File: src/hdl/cht_pkg.sv
// Shared types, widths and constants of the chained hash table.
`timescale 1ns / 1ps

package cht_pkg;

    localparam int KEY_W           = 32;
    localparam int VAL_W           = 16;
    localparam int CFG_W           = 6;
    localparam int CNT_OUT_W       = 8;
    localparam int DIG_W           = 4;
    localparam int DIV_STEPS       = KEY_W / DIG_W;
    localparam int STEP_W          = $clog2(DIV_STEPS);
    localparam int CAPACITY_DEF    = 128;
    localparam int MAX_BUCKETS_DEF = 32;
    localparam int FIFO_DEPTH      = 2;

    localparam logic [CFG_W-1:0] BUCKET_COUNT_RST = 6'd25;

    typedef enum logic {
        FUNC_INSERT = 1'b0,
        FUNC_SEARCH = 1'b1
    } t_func;

    typedef struct packed {
        t_func              func;
        logic [KEY_W-1:0]   key;
        logic [VAL_W-1:0]   value;
    } t_item;

    typedef struct packed {
        logic                   found;
        logic [VAL_W-1:0]       value;
        logic [CNT_OUT_W-1:0]   count;
        logic                   full;
    } t_result;

    typedef enum logic [1:0] {
        FR_IDLE,
        FR_DIV,
        FR_DONE
    } t_front_state;

    typedef enum logic [1:0] {
        BK_IDLE,
        BK_HEAD,
        BK_NODE
    } t_back_state;

endpackage

File: src/hdl/cht_fifo.sv
// Small register FIFO used between the front end, the back end and the result port.
`timescale 1ns / 1ps

module cht_fifo #(
    parameter int WIDTH = 8,
    parameter int DEPTH = cht_pkg::FIFO_DEPTH
) (
    input  logic             i_clk,
    input  logic             i_rst_n,
    input  logic             i_wr_en,
    input  logic [WIDTH-1:0] i_wr_data,
    output logic             o_full,
    input  logic             i_rd_en,
    output logic [WIDTH-1:0] o_rd_data,
    output logic             o_empty
);

    localparam int PW = (DEPTH > 1) ? $clog2(DEPTH) : 1;
    localparam int CW = $clog2(DEPTH + 1);

    logic [WIDTH-1:0] r_mem [DEPTH];
    logic [PW-1:0]    r_wr_ptr;
    logic [PW-1:0]    r_rd_ptr;
    logic [CW-1:0]    r_count;
    logic             wr_go;
    logic             rd_go;

    assign o_full    = (r_count == CW'(DEPTH));
    assign o_empty   = (r_count == '0);
    assign wr_go     = i_wr_en && !o_full;
    assign rd_go     = i_rd_en && !o_empty;
    assign o_rd_data = r_mem[r_rd_ptr];

    always_ff @(posedge i_clk) begin
        if (!i_rst_n) begin
            r_wr_ptr <= '0;
            r_rd_ptr <= '0;
            r_count  <= '0;
        end else begin
            if (wr_go) begin
                r_wr_ptr <= (r_wr_ptr == PW'(DEPTH - 1)) ? '0 : r_wr_ptr + 1'b1;
            end
            if (rd_go) begin
                r_rd_ptr <= (r_rd_ptr == PW'(DEPTH - 1)) ? '0 : r_rd_ptr + 1'b1;
            end
            if (wr_go && !rd_go) begin
                r_count <= r_count + 1'b1;
            end else if (rd_go && !wr_go) begin
                r_count <= r_count - 1'b1;
            end
        end
    end

    always_ff @(posedge i_clk) begin
        if (wr_go) begin
            r_mem[r_wr_ptr] <= i_wr_data;
        end
    end

endmodule

File: config.mk
export PLATFORM = sky130hd
export DESIGN_NAME = cht_fifo
export DESIGN_NICKNAME = d
export VERILOG_FILES = /design/src/hdl/cht_pkg.sv /design/src/hdl/cht_fifo.sv
export SDC_FILE = /design/constraint.sdc
export NUM_CORES = 1
export LEC_CHECK = 0
export ABC_AREA = 0
export CAP_MARGIN = 15
export CORE_AREA = 2 2 46 48
export CTS_CLUSTER_DIAMETER = 150
export DETAILED_ROUTE_END_ITERATION = 6
export DIE_AREA = 0 0 48 50
export DONT_BUFFER_PORTS = 1
export SLEW_MARGIN = 20
export SYNTH_ARGS = -nofsm -noshare
export SYNTH_HDL_FRONTEND = slang
export SYNTH_SLANG_ARGS = --single-unit
export TNS_END_PERCENT = 30
File: constraint.sdc
create_clock -name i_clk -period 1.9 [get_ports i_clk]
set_input_delay 0 -clock i_clk [delete_from_list [all_inputs] [get_ports i_clk]]
set_output_delay 0 -clock i_clk [all_outputs]
set_load 0.03 [all_outputs]
==> results.sh <==
export IMPL_outcome="finished, final reports clean"
export IMPL_worst_ep_required_time_ps=2090
export IMPL_yosys_area_share_adder=0.01546
export IMPL_synthMuxAreaShare=0.1113
export IMPL_totalWireLength_um=1240
export IMPL_yosys_register_bits=21
export IMPL_vdd_ir_drop_max_uv=625.7
export IMPL_synth_area_per_cell_um2=16.19
export IMPL_area_growth_synth_to_final_pct=20.40
export IMPL_drcViolationCount=0
export IMPL_synth_compound_area_frac=0.04019
export IMPL_p_leak_nw=0.3469
export IMPL_worstPathCellList="nand2b_1 -> inv_2 -> nor3_2 -> buf_4 -> o21a_1 -> dlygate4sd3_1"
export IMPL_h_tree_depth=1
export IMPL_drive_above_1_share=0.2500
export IMPL_layout_fillers=180
export IMPL_postLayoutSetupSlackWorst_ps=98.74
export IMPL_root_buffer="sky130_fd_sc_hd__clkbuf_4"
export IMPL_crit_path_max_incr_delay_ps=550
export IMPL_diodes=0
export IMPL_cts_tree="built"
export IMPL_clkTransAtPathRegs_ps=110
export IMPL_yosys_cell_types_count=20
export IMPL_first_pass_iters=5
export IMPL_placement_rows=16
export IMPL_ys_warn_count=0
export IMPL_wire_per_inst_um=13.63
export IMPL_overflow=0
export IMPL_fin_worst_skew_ps=2.225
export IMPL_synthesis_nets=63
export IMPL_synth_top_family_by_area="multiplexers"
export IMPL_initial_util=0.4257
export IMPL_detailed_place_area_um2=845.8
export IMPL_seqCellArea_um2=581.8
export IMPL_synth_xor_xnor_area_share=0.03246
export IMPL_clk_insertion_delay_late_ps=290
export IMPL_max_cap_violations=0
export IMPL_groute_usage_overall=0.1174
export IMPL_fin_tns_setup_ps=0
export IMPL_final_common_cell="sky130_fd_sc_hd__edfxtp_1"
export IMPL_maxSlewHeadroom=0.6336
export IMPL_place_gp_congestion=0.6198
export IMPL_multiInputGateArea_um2=216.5
export IMPL_final_nets=78
export IMPL_final_hold_viol_count=0
export IMPL_synth_enable_flop_cells=16
export IMPL_crit_slowest_cell="sky130_fd_sc_hd__dlygate4sd3_1"
export IMPL_cts_sinks=21
export IMPL_die_height_um=50
export IMPL_antenna_found_initial=0
export IMPL_setup_slack_at_placement_ps=238.5
export IMPL_ant_nets=0
export IMPL_rsz0062_at_grt="false"
export IMPL_postSynth_asyncResetShare=0
export IMPL_die_width_um=48
export IMPL_layout_min_cycle_time_ps=1801
export IMPL_timing_max_transition_violations_final=0
export IMPL_clock_fmax_mhz=555.2
export IMPL_drt_first_iter_violations=9
export IMPL_layout_common_cells="sky130_fd_sc_hd__edfxtp_1 (16), sky130_fd_sc_hd__dlygate4sd3_1 (10), sky130_fd_sc_hd__mux2_2 (8)"
export IMPL_post_cts_setup_buffer_count=0
export IMPL_synth_sequential_area_ratio=0.7172
export IMPL_clock_tree_buffer_depth=2
export IMPL_post_route_period_util=0.9480
export IMPL_total_power_divided_by_cell_area_nw_per_um2=1349
export IMPL_routed_vias=444
export IMPL_critPathMaxFanout=9
export IMPL_cts_inserted_buffers=3
export IMPL_critical_path_capture_point_type="flop"
export IMPL_timing_critical_path_arrival_ps=1990
export IMPL_grt_pass1_vias=428
export IMPL_simple_gate_fraction_of_synth_area=0.06801
export IMPL_grt_start_max_net_pins=13
export IMPL_design_area_um2=974.7
export IMPL_die_area_um2=2400
export IMPL_grt_first_pass_wirelength_um=1876
export IMPL_path_class="flop to flop"
export IMPL_yosys_most_used_dff="sky130_fd_sc_hd__edfxtp_1"
export IMPL_core_area_um2=1902
export IMPL_setup_violations_final=0
export IMPL_floorplan_io_pins=22
export IMPL_synthesis_instances=50
export IMPL_least_margin_pin_slew_ps=547.6
export IMPL_port_buffers=0
export IMPL_crit_path_start_kind="flop"
export IMPL_post_drt_via_cell_ratio=4.879
export IMPL_synth_cell_area_um2=809.5
export IMPL_worstHoldPathType="input pin to flop"
==> power by group <==
part | total (mW) | internal [mW] | switching, mW
clock | 0.204 | 0.0782 | 0.126
sequential | 0.648 | 0.587 | 0.0611
combinational | 0.463 | 0.170 | 0.292
total | 1.31 | 0.836 | 0.479
==> critical path: cells and delay by family (launching register included) <==
family          cells  cell delay [ps]
buf+inv             3              910
flops               1              360
simple gates        2              230
compound gates      1              190
==> stage by stage <==
stage,instances,util,hold slack (ps),power (mW)
3_3_place_gp,77,0.4447,98.96,1.088
4_1_cts,91,0.5118,77.56,1.331
6_report,91,0.5125,81.24,1.315
3_5_place_dp,77,0.4447,98.95,1.101
5_1_grt,91,0.5125,134.0,1.401
2_1_floorplan,50,-,98.87,1.038
==> metal layers <==
| metal | GRT usage | vias up | part of all wire |
|---|---|---|---|
| li1 | - | 213 | - |
| met1 | 0.1318 | 214 | 0.40 |
| met2 | 0.1911 | 15 | 0.52 |
| met3 | 0.02930 | 2 | 0.069 |
| met4 | 0.06757 | 0 | 0.011 |
| met5 | 0 | - | 0 |
==> cells in the mapped netlist, types with 2 or more instances <==
master                     instances  area [um^2]
sky130_fd_sc_hd__and2_1            3        18.77
sky130_fd_sc_hd__dfxtp_1           5        100.1
sky130_fd_sc_hd__edfxtp_1         16        480.5
sky130_fd_sc_hd__mux2_2            8        90.09
sky130_fd_sc_hd__nor2_1            2        7.510
sky130_fd_sc_hd__xnor2_1           2        17.52
==> flip-flops by register name, summed over array words and instances (netlist names), named ones only <==
register and cells:
r_rd_ptr 1, r_wr_ptr 1, r_mem 16, r_count 2
==> cell type report <==
type	instances	share of cell area
clock buffers	3	0.02311
clock inverters	1	0.005135
inverters	2	0.007702
multi-input cells	26	0.2221
flip-flops and latches	21	0.5969
well taps	27	0.03466
repair buffers	11	0.1104
==> logic make-up (layout without fill, tap and decap cells) <==
family,after synthesis,after routing
compound gates,5,5
xor+xnor,3,3
fa+ha+maj,1,1
buf+inv,3,17
flops,21,21
mux,8,8
simple gates,9,9
==> timing repair <==
action                     4_1_cts  5_1_grt
gates resized for setup          0        1
hold endpoints to repair        21        0
setup endpoints to repair        0        1
hold buffers                    10        0
==> path summary, 6_finish.rpt <==
path	slack, ps	startpoint	depth (start not counted)	endpoint
worst min register to register	530	r_count[1]	2	r_count[1]
worst max register to register	100	r_count[0]	6	r_wr_ptr
worst max-delay path	100	r_count[0]	6	r_wr_ptr
worst min-delay path	80	i_rd_en	3	flop
No activity file was read; power rests on OpenSTA's default activity.
