==> config.mk <==
export PLATFORM = sky130hd
export DESIGN_NAME = cht_front
export DESIGN_NICKNAME = d
export VERILOG_FILES = /design/src/hdl/cht_pkg.sv /design/src/hdl/cht_front.sv
export SDC_FILE = /design/constraint.sdc
export NUM_CORES = 1
export LEC_CHECK = 0
export BUFFER_PORTS_ARGS = -buffer_cell sky130_fd_sc_hd__clkbuf_2
export CAP_MARGIN = 5
export CORE_ASPECT_RATIO = 1.2
export CORE_MARGIN = 3
export CORE_UTILIZATION = 35
export DETAILED_ROUTE_END_ITERATION = 6
export PLACE_DENSITY = 0.65
export REMOVE_ABC_BUFFERS = 1
export SYNTH_ARGS = -nofsm -noshare
export SYNTH_HDL_FRONTEND = slang
export SYNTH_SLANG_ARGS = --single-unit
==> constraint.sdc <==
create_clock -name i_clk -period 7.93 [get_ports i_clk]
set_clock_uncertainty 0.2 [all_clocks]
set_input_delay 0 -clock i_clk [delete_from_list [all_inputs] [get_ports i_clk]]
set_output_delay 0 -clock i_clk [all_outputs]
set_load 0.02 [all_outputs]
==> src/hdl/cht_pkg.sv <==
// Shared types, widths and constants of the chained hash table.
`timescale 1ns / 1ps

package cht_pkg;

    localparam int KEY_W           = 32;
    localparam int VAL_W           = 16;
    localparam int CFG_W           = 6;
    localparam int CNT_OUT_W       = 8;
    localparam int DIG_W           = 4;
    localparam int DIV_STEPS       = KEY_W / DIG_W;
    localparam int STEP_W          = $clog2(DIV_STEPS);
    localparam int CAPACITY_DEF    = 128;
    localparam int MAX_BUCKETS_DEF = 32;
    localparam int FIFO_DEPTH      = 2;

    localparam logic [CFG_W-1:0] BUCKET_COUNT_RST = 6'd25;

    typedef enum logic {
        FUNC_INSERT = 1'b0,
        FUNC_SEARCH = 1'b1
    } t_func;

    typedef struct packed {
        t_func              func;
        logic [KEY_W-1:0]   key;
        logic [VAL_W-1:0]   value;
    } t_item;

    typedef struct packed {
        logic                   found;
        logic [VAL_W-1:0]       value;
        logic [CNT_OUT_W-1:0]   count;
        logic                   full;
    } t_result;

    typedef enum logic [1:0] {
        FR_IDLE,
        FR_DIV,
        FR_DONE
    } t_front_state;

    typedef enum logic [1:0] {
        BK_IDLE,
        BK_HEAD,
        BK_NODE
    } t_back_state;

endpackage

==> src/hdl/cht_front.sv <==
// Front end: accepts an item and reduces its key to a bucket, four key bits a cycle.
`timescale 1ns / 1ps

module cht_front #(
    parameter int MAX_BUCKETS = cht_pkg::MAX_BUCKETS_DEF
) (
    input  logic                                   i_clk,
    input  logic                                   i_rst_n,
    input  logic [cht_pkg::CFG_W-1:0]              i_bucket_count,
    input  logic                                   i_push,
    output logic                                   o_full,
    input  cht_pkg::t_item                         i_item,
    output logic                                   o_valid,
    input  logic                                   i_q_full,
    output cht_pkg::t_item                         o_item,
    output logic [((MAX_BUCKETS > 1) ? $clog2(MAX_BUCKETS) : 1)-1:0] o_bucket
);

    localparam int BW = (MAX_BUCKETS > 1) ? $clog2(MAX_BUCKETS) : 1;
    localparam int DW = $clog2(MAX_BUCKETS + 1);

    cht_pkg::t_front_state          r_state;
    cht_pkg::t_front_state          n_state;
    cht_pkg::t_item                 r_item;
    logic [cht_pkg::KEY_W-1:0]      r_shift;
    logic [DW-1:0]                  r_rem;
    logic [cht_pkg::STEP_W-1:0]     r_step;
    logic [DW-1:0]                  divisor;
    logic [DW-1:0]                  n_rem;
    logic                           accept;

    // Zero acts as one bucket; too many saturates to the table size.
    always_comb begin
        if (i_bucket_count == '0) begin
            divisor = DW'(1);
        end else if (32'(i_bucket_count) > 32'(MAX_BUCKETS)) begin
            divisor = DW'(MAX_BUCKETS);
        end else begin
            divisor = DW'(i_bucket_count);
        end
    end

    // Restoring remainder, one digit of the key per cycle, MSB first.
    always_comb begin
        logic [DW:0]   t;
        logic [DW-1:0] rem_v;
        rem_v = r_rem;
        t     = '0;
        for (int i = 0; i < cht_pkg::DIG_W; i++) begin
            t = {rem_v, r_shift[cht_pkg::KEY_W-1-i]};
            if (t >= {1'b0, divisor}) begin
                t = t - {1'b0, divisor};
            end
            rem_v = t[DW-1:0];
        end
        n_rem = rem_v;
    end

    always_comb begin
        n_state = r_state;
        unique case (r_state)
            cht_pkg::FR_IDLE: begin
                if (i_push) begin
                    n_state = cht_pkg::FR_DIV;
                end
            end
            cht_pkg::FR_DIV: begin
                if (r_step == cht_pkg::STEP_W'(cht_pkg::DIV_STEPS - 1)) begin
                    n_state = cht_pkg::FR_DONE;
                end
            end
            cht_pkg::FR_DONE: begin
                if (!i_q_full) begin
                    n_state = i_push ? cht_pkg::FR_DIV : cht_pkg::FR_IDLE;
                end
            end
            default: n_state = cht_pkg::FR_IDLE;
        endcase
    end

    always_comb begin
        o_full  = 1'b1;
        o_valid = 1'b0;
        unique case (r_state)
            cht_pkg::FR_IDLE: o_full = 1'b0;
            cht_pkg::FR_DIV:  o_full = 1'b1;
            cht_pkg::FR_DONE: begin
                o_valid = 1'b1;
                o_full  = i_q_full;
            end
            default: o_full = 1'b1;
        endcase
        accept = i_push && !o_full;
    end

    assign o_item   = r_item;
    assign o_bucket = BW'(r_rem);

    always_ff @(posedge i_clk) begin
        if (!i_rst_n) begin
            r_state <= cht_pkg::FR_IDLE;
        end else begin
            r_state <= n_state;
        end
    end

    always_ff @(posedge i_clk) begin
        if (accept) begin
            r_item  <= i_item;
            r_shift <= i_item.key;
            r_rem   <= '0;
            r_step  <= '0;
        end else if (r_state == cht_pkg::FR_DIV) begin
            r_shift <= r_shift << cht_pkg::DIG_W;
            r_rem   <= n_rem;
            r_step  <= r_step + 1'b1;
        end
    end

endmodule

==> results by group, run 1 <==
Run status
  – Outcome: finished, final reports clean

CTS
  – H-tree Lvls: 3
  – CTS tree: yes
  – Worst-Skew Late Latency: 0.34 ns
  – Clock-pin transition on the worst setup and hold timing paths: 0.07 ns
  – Num CTS Buffers: 9
  – CTS sink cnt: 92
  – Clock buffer depth: 2
  – CTS Root Cell: clkbuf_16

Drt
  – Vias per Instance: 4.88
  – DRC Markers: 0
  – TritonRoute pass-1 iters: 4
  – DR iter-0 viols: 130
  – WL per Instance: 15.2 µm
  – Antenna Nets Post-Route: 0
  – Final WL: 11500 µm
  – Via count: 3688

STA
  – Achievable Freq: 134 MHz
  – Final setup fails: 0
  – Rel. slew slack: 27.4%
  – Final worst-path cycle share: 93.9%
  – Final Max Slew Viols: 0
  – Worst slew pin tran: 1.09 ns
  – Final Critical Period: 7.45 ns
  – Setup slack after layout: 0.483 ns
  – Final hold vios: 0

Global routing
  – Total track usage: 15.9%
  – Met3 global-route usage: 4.61%
  – Met1 GRT Util: 18.0%
  – Antenna violations before repair: 0
  – First-pass GRT wire length: 18900 µm
  – Vias in the first global route: 3957
  – Largest net degree at the start of global routing: 81
  – Grt ovf: 0
  – Met2 GRT Util: 27.6%
  – GRT busiest layer: met2

Floorplan
  – Starting Density: 36.1%
  – Ports: 115
  – Die ar.: 14500 µm²
  – Core area: 12700 µm²
  – Row count: 45
  – Die height: 131 µm
  – Die W: 111 µm

Critical path
  – Crit path largest cell delay: 0.48 ns
  – Flop2flop setup slack: 0.48 ns
  – Worst Path Required: 7.96 ns
  – CP endpoint kind: flop
  – R2r endpoint: r_rem[2]$_SDFFE_PP0P_
  – WS Path Type: reg -> reg
  – Startpoint Class: flop
  – Reg-to-Reg Start: r_rem[4]$_SDFFE_PP0P_
  – Slowest cell on the critical path: or4_4
  – CP arrival: 7.47 ns
  – Worst-path fanout max: 7
  – Crit path buf inv count: 2
  – Critical Path Most Common Cell: ha_1
  – Delay-heaviest family, CP: compound AO/OA/AOI/OAI gates
  – Worst R2R Path Depth: 30

Place
  – Post-DP HPWL: 8210 µm
  – Gpl congestion: 0.856
  – Dpl cells: 684
  – Pre-CTS WS: 0.199 ns
  – IO Port Bufs: 114

Cells and area
  – Fraction of layout cells with a size suffix above 1: 29.7%
  – Finished Core Util: 50.2%
  – Fin nets: 676
  – Fill cell count: 1178
  – Layout Cells excl Fill: 756
  – Area delta synth->final: 39.1%
  – ANT cells: 0

Synthesis
  – FF+latch count, synth: 92
  – Yosys top cell by area: edfxtp_1
  – Syn avg cell area: 11.5 µm²
  – Top FF cell, synth: edfxtp_1
  – EDFF count, synth: 81
  – Synth async-reset ratio: 0%
  – Post-synthesis sequential area ratio: 57.8%
  – Cell Area, Synth: 4590 µm²
  – Post-synth top area share: 53.0%
  – Netlist cell types: 49
  – Synth top area cells: edfxtp_1, nand2_1, ha_1
  – Syn Inst Count: 400
  – Synth warnings: 0

Min path
  – Hold_sp: i_q_full
  – Hold Crit Depth: 3
  – Hold path endpoint: r_shift[3]$_SDFFCE_PN0P_
  – Min-Delay Path Class: in -> reg

Flow run
  – Max-Cap Viols: 0
## timing repair
action,4_1_cts,5_1_grt
endpoints found under the setup margin,0,6
setup buffers,0,4
hold buffers,52,0
hold endpoints to repair,83,0
resized for setup,0,7
## cells in the final DEF, fill, tap and decap left out, types with 3 or more instances in the layout
master / synthesis / final
o211ai_1: 9 / 9
o21ai_0: 10 / 9
mux2i_1: 4 / 3
xor2_1: 6 / 6
a221o_1: 3 / 3
nor4_1: 3 / 3
and3_1: 6 / 6
inv_1: 22 / 21
xnor2_1: 7 / 7
clkbuf_16: 0 / 9
dfxtp_1: 11 / 11
a21o_1: 3 / 3
dlygate4sd3_1: 0 / 52
mux2_2: 6 / 6
edfxtp_1: 81 / 81
buf_4: 5 / 23
nand3_1: 7 / 6
nor2b_1: 8 / 8
clkbuf_2: 0 / 114
a21oi_1: 13 / 11
o21a_1: 4 / 4
nor2_1: 14 / 14
a211o_1: 4 / 4
nand2_1: 104 / 104
bufinv_16: 0 / 4
fa_1: 4 / 4
ha_1: 26 / 25
## layer usage
| metal | share of wire, % | vias to the layer above |
|---|---|---|
| li1 | - | 1801 |
| met1 | 41 | 1729 |
| met2 | 49 | 122 |
| met3 | 6.3 | 36 |
| met4 | 3.7 | 0 |
| met5 | 0 | - |
## cell type report
cell class / instances / area, µm² / area share, %
inverter: 22 / 82.6 / 1.29
multi-input combinational: 273 / 1810 / 28.4
clock buffer: 9 / 225 / 3.53
timing repair buffer: 189 / 1260 / 19.8
clock inverter: 7 / 145 / 2.27
tap: 164 / 205 / 3.21
sequential: 92 / 2650 / 41.5
## state kept, by name, indices dropped and copies added, names as in the netlist
signal and cells:
o_item 49, r_shift 32, r_rem 6, r_step 3, r_state 2
## synthesized netlist by cell type (3+ instances only)
cell and instances:
a211o_1 4, a21o_1 3, a21oi_1 13, a221o_1 3, and3_1 6, buf_1 3, buf_4 5, clkbuf_1 5
dfxtp_1 11, edfxtp_1 81, fa_1 4, ha_1 26, inv_1 22, mux2_2 6, mux2i_1 4, nand2_1 104
nand3_1 7, nor2_1 14, nor2b_1 8, nor4_1 3, o211ai_1 9, o21a_1 4, o21ai_0 10, xnor2_1 7
xor2_1 6
## worst register-to-register path, delay by kind of cell, from the launching register on
family	cells	cell delay [ns]
compound gates	14	2.97
fa+ha+maj	4	1.27
buf+inv	2	0.19
flops	1	0.37
mux	3	1.02
simple gates	7	1.30
## through the flow
step	TNS, ns	hold WS, ns	area (µm²)
floorplan	0	-0.101	4520
global placement	0	-0.0230	5440
detailed placement	0	-0.0212	5440
CTS	0	0.0435	6330
global route	-0.0434	0.0777	6390
finish	0	0.0741	6390
## worst max path at each step
stage                                startpoint               endpoint  depth (start not counted)
after CTS                 r_rem[4]$_SDFFE_PP0P_  r_rem[2]$_SDFFE_PP0P_                         30
after global placement        i_bucket_count[1]  r_rem[2]$_SDFFE_PP0P_                         34
after floorplan           r_rem[4]$_SDFFE_PP0P_  r_rem[2]$_SDFFE_PP0P_                         30
after detailed placement      i_bucket_count[1]  r_rem[2]$_SDFFE_PP0P_                         34
after global routing      r_rem[4]$_SDFFE_PP0P_  r_rem[0]$_SDFFE_PP0P_                         30
final                     r_rem[4]$_SDFFE_PP0P_  r_rem[2]$_SDFFE_PP0P_                         30
## kinds of logic (layout without fill, tap and decap cells)
| group | after synthesis | in the layout | share of synthesized area, % |
|---|---|---|---|
| and+or+nand+nor | 156 | 156 | 15.0 |
| DFF | 92 | 92 | 57.8 |
| AOI/OAI and AO/OA | 64 | 64 | 10.2 |
| buffers and inverters | 35 | 227 | 3.27 |
| adders and majority gates | 30 | 30 | 8.83 |
| xor gates and xnor gates | 13 | 13 | 2.48 |
| muxes | 10 | 10 | 2.34 |
Power of run 1 is not shown: default switching activity piles up to over one toggle a cycle in this logic, so the estimate is an artifact.
==> inputs of run 2 (changes only) <==
--- a/config.mk
+++ b/config.mk
@@ -5,13 +5,14 @@
 export SDC_FILE = /design/constraint.sdc
 export NUM_CORES = 1
 export LEC_CHECK = 0
+export ABC_AREA = 1
 export BUFFER_PORTS_ARGS = -buffer_cell sky130_fd_sc_hd__clkbuf_2
-export CAP_MARGIN = 5
+export CAP_MARGIN = 30
 export CORE_ASPECT_RATIO = 1.2
 export CORE_MARGIN = 3
 export CORE_UTILIZATION = 35
 export DETAILED_ROUTE_END_ITERATION = 6
-export PLACE_DENSITY = 0.65
+export PLACE_DENSITY = 0.64
 export REMOVE_ABC_BUFFERS = 1
 export SYNTH_ARGS = -nofsm -noshare
 export SYNTH_HDL_FRONTEND = slang
==> results by group, run 2 <==
Synthesis
  – Synth top area cells: edfxtp_1, nand2_1, ha_1
  – Synth warnings: 0 (unchanged)
  – Most frequent cell after synthesis: nand2_1
  – Syn avg cell area: 9.91 µm² (-14%)
  – Post-synthesis sequential area ratio: 55.7% (-2.1 points)
  – Synth async-reset ratio: 0% (unchanged)
  – Syn Inst Count: 481 (+20%)
  – FF+latch count, synth: 92 (unchanged)
  – Post-synth top cells: nand2_1, edfxtp_1, inv_1, ha_1, nand3_1
  – EDFF count, synth: 81 (unchanged)
  – Cell Area, Synth: 4760 µm² (+3.8%)
  – Yosys top cell by area: edfxtp_1
  – Top FF cell, synth: edfxtp_1
  – Netlist cell types: 33 (-33%)
  – Post-synth top area share: 51.1% (-1.9 points)

Critical path
  – Startpoint Class: flop
  – WS Path Type: reg -> reg
  – Delay-heaviest family, CP: compound AO/OA/AOI/OAI gates
  – Slowest cell on the critical path: dfxtp_1
  – Crit path from: r_rem[1]$_SDFFE_PP0P_
  – Critical Path Most Common Cell: nand2_1
  – Reg-to-Reg Start: r_rem[1]$_SDFFE_PP0P_
  – Worst Path Required: 7.95 ns (about the same)
  – Crit path largest cell delay: 0.45 ns (-0.03 ns)
  – Crit path buf inv count: 6 (+4)
  – CP arrival: 6.75 ns (-0.72 ns)
  – Worst-path fanout max: 11 (+4)
  – CP endpoint kind: flop

Drt
  – WL per Instance: 14.0 µm (-7.8%)
  – Antenna Nets Post-Route: 0 (unchanged)
  – DR iter-0 viols: 223 (+72%)
  – DRC Markers: 0 (unchanged)
  – Via count: 3783 (+2.6%)
  – TritonRoute pass-1 iters: 5 (+1)
  – Vias per Instance: 4.61 (-5.4%)
  – Final WL: 11500 µm (about the same)

Cells and area
  – Fraction of layout cells with a size suffix above 1: 24.2% (-5.5 points)
  – Most common cell after layout, fill and taps aside: nand2_1
  – ANT cells: 0 (unchanged)
  – Fin nets: 736 (+8.9%)
  – Fill cell count: 1246 (+5.8%)
  – Most frequent cells in the layout: nand2_1, clkbuf_2, edfxtp_1, inv_1, dlygate4sd3_1
  – Area delta synth->final: 32.0%
  – Max FFs per register: 49 (unchanged)

Floorplan
  – Die height: 134 µm (+1.8%)
  – Die W: 113 µm (+1.8%)
  – Row count: 46 (+2.2%)
  – Ports: 115 (unchanged)
  – Die ar.: 15100 µm² (+3.6%)
  – Core area: 13300 µm² (+4.5%)
  – Starting Density: 35.8% (-0.24 points)

STA
  – Final hold vios: 0 (unchanged)
  – Min Hold Slack: 0.171 ns (+0.0967 ns)
  – Final TNS setup: 0 ns (unchanged)
  – Final Max Slew Viols: 0 (unchanged)
  – Final Critical Period: 6.73 ns (-0.714 ns)
  – Rel. slew slack: 41.6% (+14 points)
  – Worst slew pin tran: 0.876 ns (-0.211 ns)
  – Achievable Freq: 149 MHz (+11%)
  – Final setup fails: 0 (unchanged)
  – RSZ-0062 raised after global routing: false
  – Final worst-path cycle share: 84.9% (-9.0 points)

Global routing
  – Vias in the first global route: 4034 (+1.9%)
  – Largest net degree at the start of global routing: 79 (-2.5%)
  – First-pass GRT wire length: 19300 µm (+2.4%)
  – Total track usage: 15.9% (about the same)
  – Grt ovf: 0 (unchanged)
  – Antenna violations before repair: 0 (unchanged)

Run status
  – Outcome: finished, final reports clean

Place
  – Post-DP HPWL: 8070 µm (-1.6%)
  – Gpl congestion: 0.960 (+12%)
  – IO Port Bufs: 114 (unchanged)

Min path
  – Hold_sp: i_push
  – Min-Delay Path Class: in -> reg

CTS
  – CTS tree: yes
  – Clock buffer depth: 2 (unchanged)
  – Setup bufs post-CTS: 0 (unchanged)
  – Worst-Skew Late Latency: 0.33 ns (about the same)
  – Clock-pin transition on the worst setup and hold timing paths: 0.07 ns (about the same)
  – H-tree Lvls: 3 (unchanged)
  – CTS Root Cell: clkbuf_16
  – Num CTS Buffers: 9 (unchanged)
  – CTS sink cnt: 92 (unchanged)

Flow run
  – Max-Cap Viols: 0 (unchanged)
run 2: cell count changes after synthesis, moves of 5 or more:
cell,before,now
inv_1,22,63
mux2_2,6,0
nor2b_1,8,0
nand4_1,1,6
o211ai_1,9,0
nand3_1,7,23
and3_1,6,0
nand2_1,104,167
run 2: cell type report:
cell class | count | area [µm²] | area share [%]
clock inverters | 5 | 43.8 | 0.696
multi-input cells | 312 | 1800 | 28.6
inverters | 64 | 240 | 3.82
flip-flops and latches | 92 | 2650 | 42.2
well taps | 168 | 210 | 3.34
clock buffers | 11 | 243 | 3.86
repair buffers | 168 | 1100 | 17.5
run 2: stage by stage:
step | area [µm²] | worst slack (ns) | std cells | util [%]
2_1_floorplan | 4690 | 1.96 | 468 | -
3_3_place_gp | 5490 | 1.13 | 753 | 41.3
3_5_place_dp | 5490 | 0.955 | 753 | 41.3
4_1_cts | 6290 | 1.25 | 820 | 47.3
5_1_grt | 6290 | 0.420 | 820 | 47.3
6_report | 6290 | 1.20 | 820 | 47.3
run 2: what timing repair did:
item                                   CTS  global route
setup endpoints to repair                0             0
gates resized for setup                  0             0
endpoints found under the hold margin   83             0
hold buffers                            51             0
run 2: cells by family (layout without fill, tap and decap cells):
group                      after synthesis  count (layout)  synth area share [%]
buffers and inverters                   77             248                  6.64
and+or+nand+nor                        235             235                  22.3
adders and majority gates               30              30                  8.51
DFF                                     92              92                  55.7
xor gates and xnor gates                15              15                  2.76
AOI/OAI and AO/OA                       32              32                  4.10
run 2: worst reg2reg max path: cells and delay by family, from the launching register on:
kind | cells | cell delay (ns)
buffers and inverters | 6 | 0.52
and+or+nand+nor | 17 | 1.76
AOI/OAI and AO/OA | 12 | 2.34
adders and majority gates | 4 | 1.35
DFF | 1 | 0.45
run 2: path summary, 6_finish.rpt:
path                             end  slack (ns)  cells past startpoint
min reg2reg   r_step[2]$_SDFFE_PP0P_        0.29                      2
min          r_state[0]$_SDFFE_PN0P_        0.17                      6
max reg2reg    r_rem[5]$_SDFFE_PP0P_        1.20                     39
max            r_rem[5]$_SDFFE_PP0P_        1.20                     39
run 2: metal layers:
layer  global-route usage (%)  vias up  wire length (µm)
met5                        0        -                 0
met4                     5.68        0               214
met3                     3.25       20               643
met2                     28.1      138              5900
met1                     19.1     1723              4730
li1                         -     1902                 -
Power of run 2 is left out for the same reason.
==> inputs of run 3 (changes only) <==
--- a/config.mk
+++ b/config.mk
@@ -12,7 +12,7 @@
 export CORE_MARGIN = 3
 export CORE_UTILIZATION = 35
 export DETAILED_ROUTE_END_ITERATION = 6
-export PLACE_DENSITY = 0.64
+export PLACE_DENSITY = 0.62
 export REMOVE_ABC_BUFFERS = 1
 export SYNTH_ARGS = -nofsm -noshare
 export SYNTH_HDL_FRONTEND = slang
==> constraint.sdc (replaced) <==
create_clock -name i_clk -period 6.3 [get_ports i_clk]
set_clock_uncertainty 0.2 [all_clocks]
set_input_delay 0 -clock i_clk [delete_from_list [all_inputs] [get_ports i_clk]]
set_output_delay 0 -clock i_clk [all_outputs]
set_load 0.02 [all_outputs]
==> results by group, run 3 (synthesized netlist as in run 2, its figures left out) <==
Critical path
  – Crit path buf inv count: 7 (+1)
  – Reg-to-Reg Start: r_shift[31]$_DFFE_PP_
  – Worst Path Required: 6.38 ns (-1.57 ns)
  – CP endpoint kind: flop
  – Delay-heaviest family, CP: compound AO/OA/AOI/OAI gates
  – Slowest cell on the critical path: edfxtp_1
  – CP arrival: 5.99 ns (-0.76 ns)
  – Worst-path fanout max: 6 (-5)
  – Worst R2R Path Depth: 40 (+2.6%)
  – WP depth: 40 (+2.6%)
  – Critical Path Most Common Cell: nand2_1
  – Crit path largest cell delay: 0.36 ns (-0.09 ns)
  – WS Path Type: reg -> reg
  – Crit path from: r_shift[31]$_DFFE_PP_
  – Startpoint Class: flop

Cells and area
  – Max FFs per register: 49 (unchanged)
  – Register Area: 2660 µm² (about the same)
  – Multi-input logic area: 1920 µm² (+6.9%)
  – ANT cells: 0 (unchanged)
  – Fill cell count: 1210 (-2.9%)
  – Fraction of layout cells with a size suffix above 1: 31.7% (+7.4 points)
  – Fin nets: 779 (+5.8%)
  – Most frequent cells in the layout: nand2_1, clkbuf_2, edfxtp_1, inv_1, dlygate4sd3_1
  – Layout Cells excl Fill: 863 (+5.2%)
  – Area delta synth->final: 41.5%
  – Finished Core Util: 50.7% (+3.4 points)
  – Most common cell after layout, fill and taps aside: nand2_1

Run status
  – Outcome: finished, final reports clean

Global routing
  – Largest net degree at the start of global routing: 78 (-1.3%)
  – Vias in the first global route: 4162 (+3.2%)
  – Antenna violations before repair: 0 (unchanged)
  – Grt ovf: 0 (unchanged)
  – Total track usage: 16.1% (+0.26 points)
  – First-pass GRT wire length: 19600 µm (+1.5%)

CTS
  – H-tree Lvls: 3 (unchanged)
  – Num CTS Buffers: 9 (unchanged)
  – CTS Root Cell: clkbuf_16
  – Clock buffer depth: 2 (unchanged)
  – CTS tree: yes
  – Worst-Skew Late Latency: 0.34 ns (about the same)
  – Clock-pin transition on the worst setup and hold timing paths: 0.07 ns (about the same)
  – CTS sink cnt: 92 (unchanged)

STA
  – Final worst-path cycle share: 93.9% (+9.0 points)
  – Rel. slew slack: 40.9% (-0.72 points)
  – Final hold vios: 0 (unchanged)
  – Min Hold Slack: 0.151 ns (-0.0195 ns)
  – Worst slew pin tran: 0.886 ns (+0.0108 ns)
  – Final setup fails: 0 (unchanged)
  – Achievable Freq: 169 MHz (+14%)
  – Final Critical Period: 5.91 ns (-0.819 ns)
  – Final Max Slew Viols: 0 (unchanged)

Floorplan
  – Die W: 113 µm (unchanged)
  – Die ar.: 15100 µm² (unchanged)
  – Row count: 46 (unchanged)
  – Ports: 115 (unchanged)
  – Starting Density: 35.8% (unchanged)
  – Core area: 13300 µm² (unchanged)
  – Die height: 134 µm (unchanged)

Place
  – IO Port Bufs: 114 (unchanged)
  – Dpl cells: 788 (+4.6%)
  – Post-DP HPWL: 8530 µm (+5.7%)
  – Gpl congestion: 0.882 (-8.1%)

Drt
  – Vias per Instance: 4.63 (+0.44%)
  – Final WL: 12000 µm (+4.4%)
  – Via count: 3999 (+5.7%)
  – TritonRoute pass-1 iters: 5 (unchanged)
  – WL per Instance: 13.9 µm (-0.83%)
  – DR iter-0 viols: 174 (-22%)
  – Antenna Nets Post-Route: 0 (unchanged)
  – DRC Markers: 0 (unchanged)

Flow run
  – Max-Cap Viols: 0 (unchanged)

Min path
  – Min-Delay Path Class: in -> reg
  – Hold Crit Depth: 5 (-1)
  – Hold_sp: i_q_full
-- run 3: timing repair --
| item | 4_1_cts | 5_1_grt |
|---|---|---|
| endpoints found under the hold margin | 83 | 0 |
| hold buffers | 51 | 0 |
| setup endpoints to repair | 0 | 6 |
| gates resized for setup | 0 | 28 |
| buffers inserted | 0 | 8 |
-- run 3: worst paths after layout --
path / endpoint / slack [ns]
hold / removal: r_state[0]$_SDFFE_PN0P_ / 0.15
hold reg to reg: r_rem[5]$_SDFFE_PP0P_ / 0.28
setup / recovery: r_rem[1]$_SDFFE_PP0P_ / 0.39
setup reg to reg: r_rem[1]$_SDFFE_PP0P_ / 0.39
-- run 3: worst register-to-register path: cells and delay by family, from the launching register on --
kind / cells / cell delay, ns
AOI/OAI and AO/OA: 13 / 1.86
buffers and inverters: 7 / 0.86
adders and majority gates: 4 / 1.09
and+or+nand+nor: 16 / 1.47
DFF: 1 / 0.36
-- run 3: final cells by class --
class / instances / area share (%)
clock buffer: 9 / 3.34
clock inverter: 7 / 0.984
inverter: 64 / 3.56
multi-input combinational: 312 / 28.5
sequential: 92 / 39.4
tap: 168 / 3.12
timing repair buffer: 211 / 21.1
-- run 3: through the flow --
step                      TNS (ns)  area, µm²  worst slack [ns]
after CTS                        0       6560             0.102
after floorplan                  0       4690             0.331
final                            0       6740             0.386
after global placement           0       5750             0.198
after global routing        -0.220       6740           -0.0545
after detailed placement    -0.228       5750           -0.0540
-- run 3: layer usage --
metal  vias up  GRT usage, %  routed length (µm)
met2       115          28.6                6170
met5         -             0                   0
met4         0          6.41                 253
met1      1872          19.1                4930
li1       1992             -                   -
met3        20          3.34                 635
Power of run 3 is left out for the same reason.
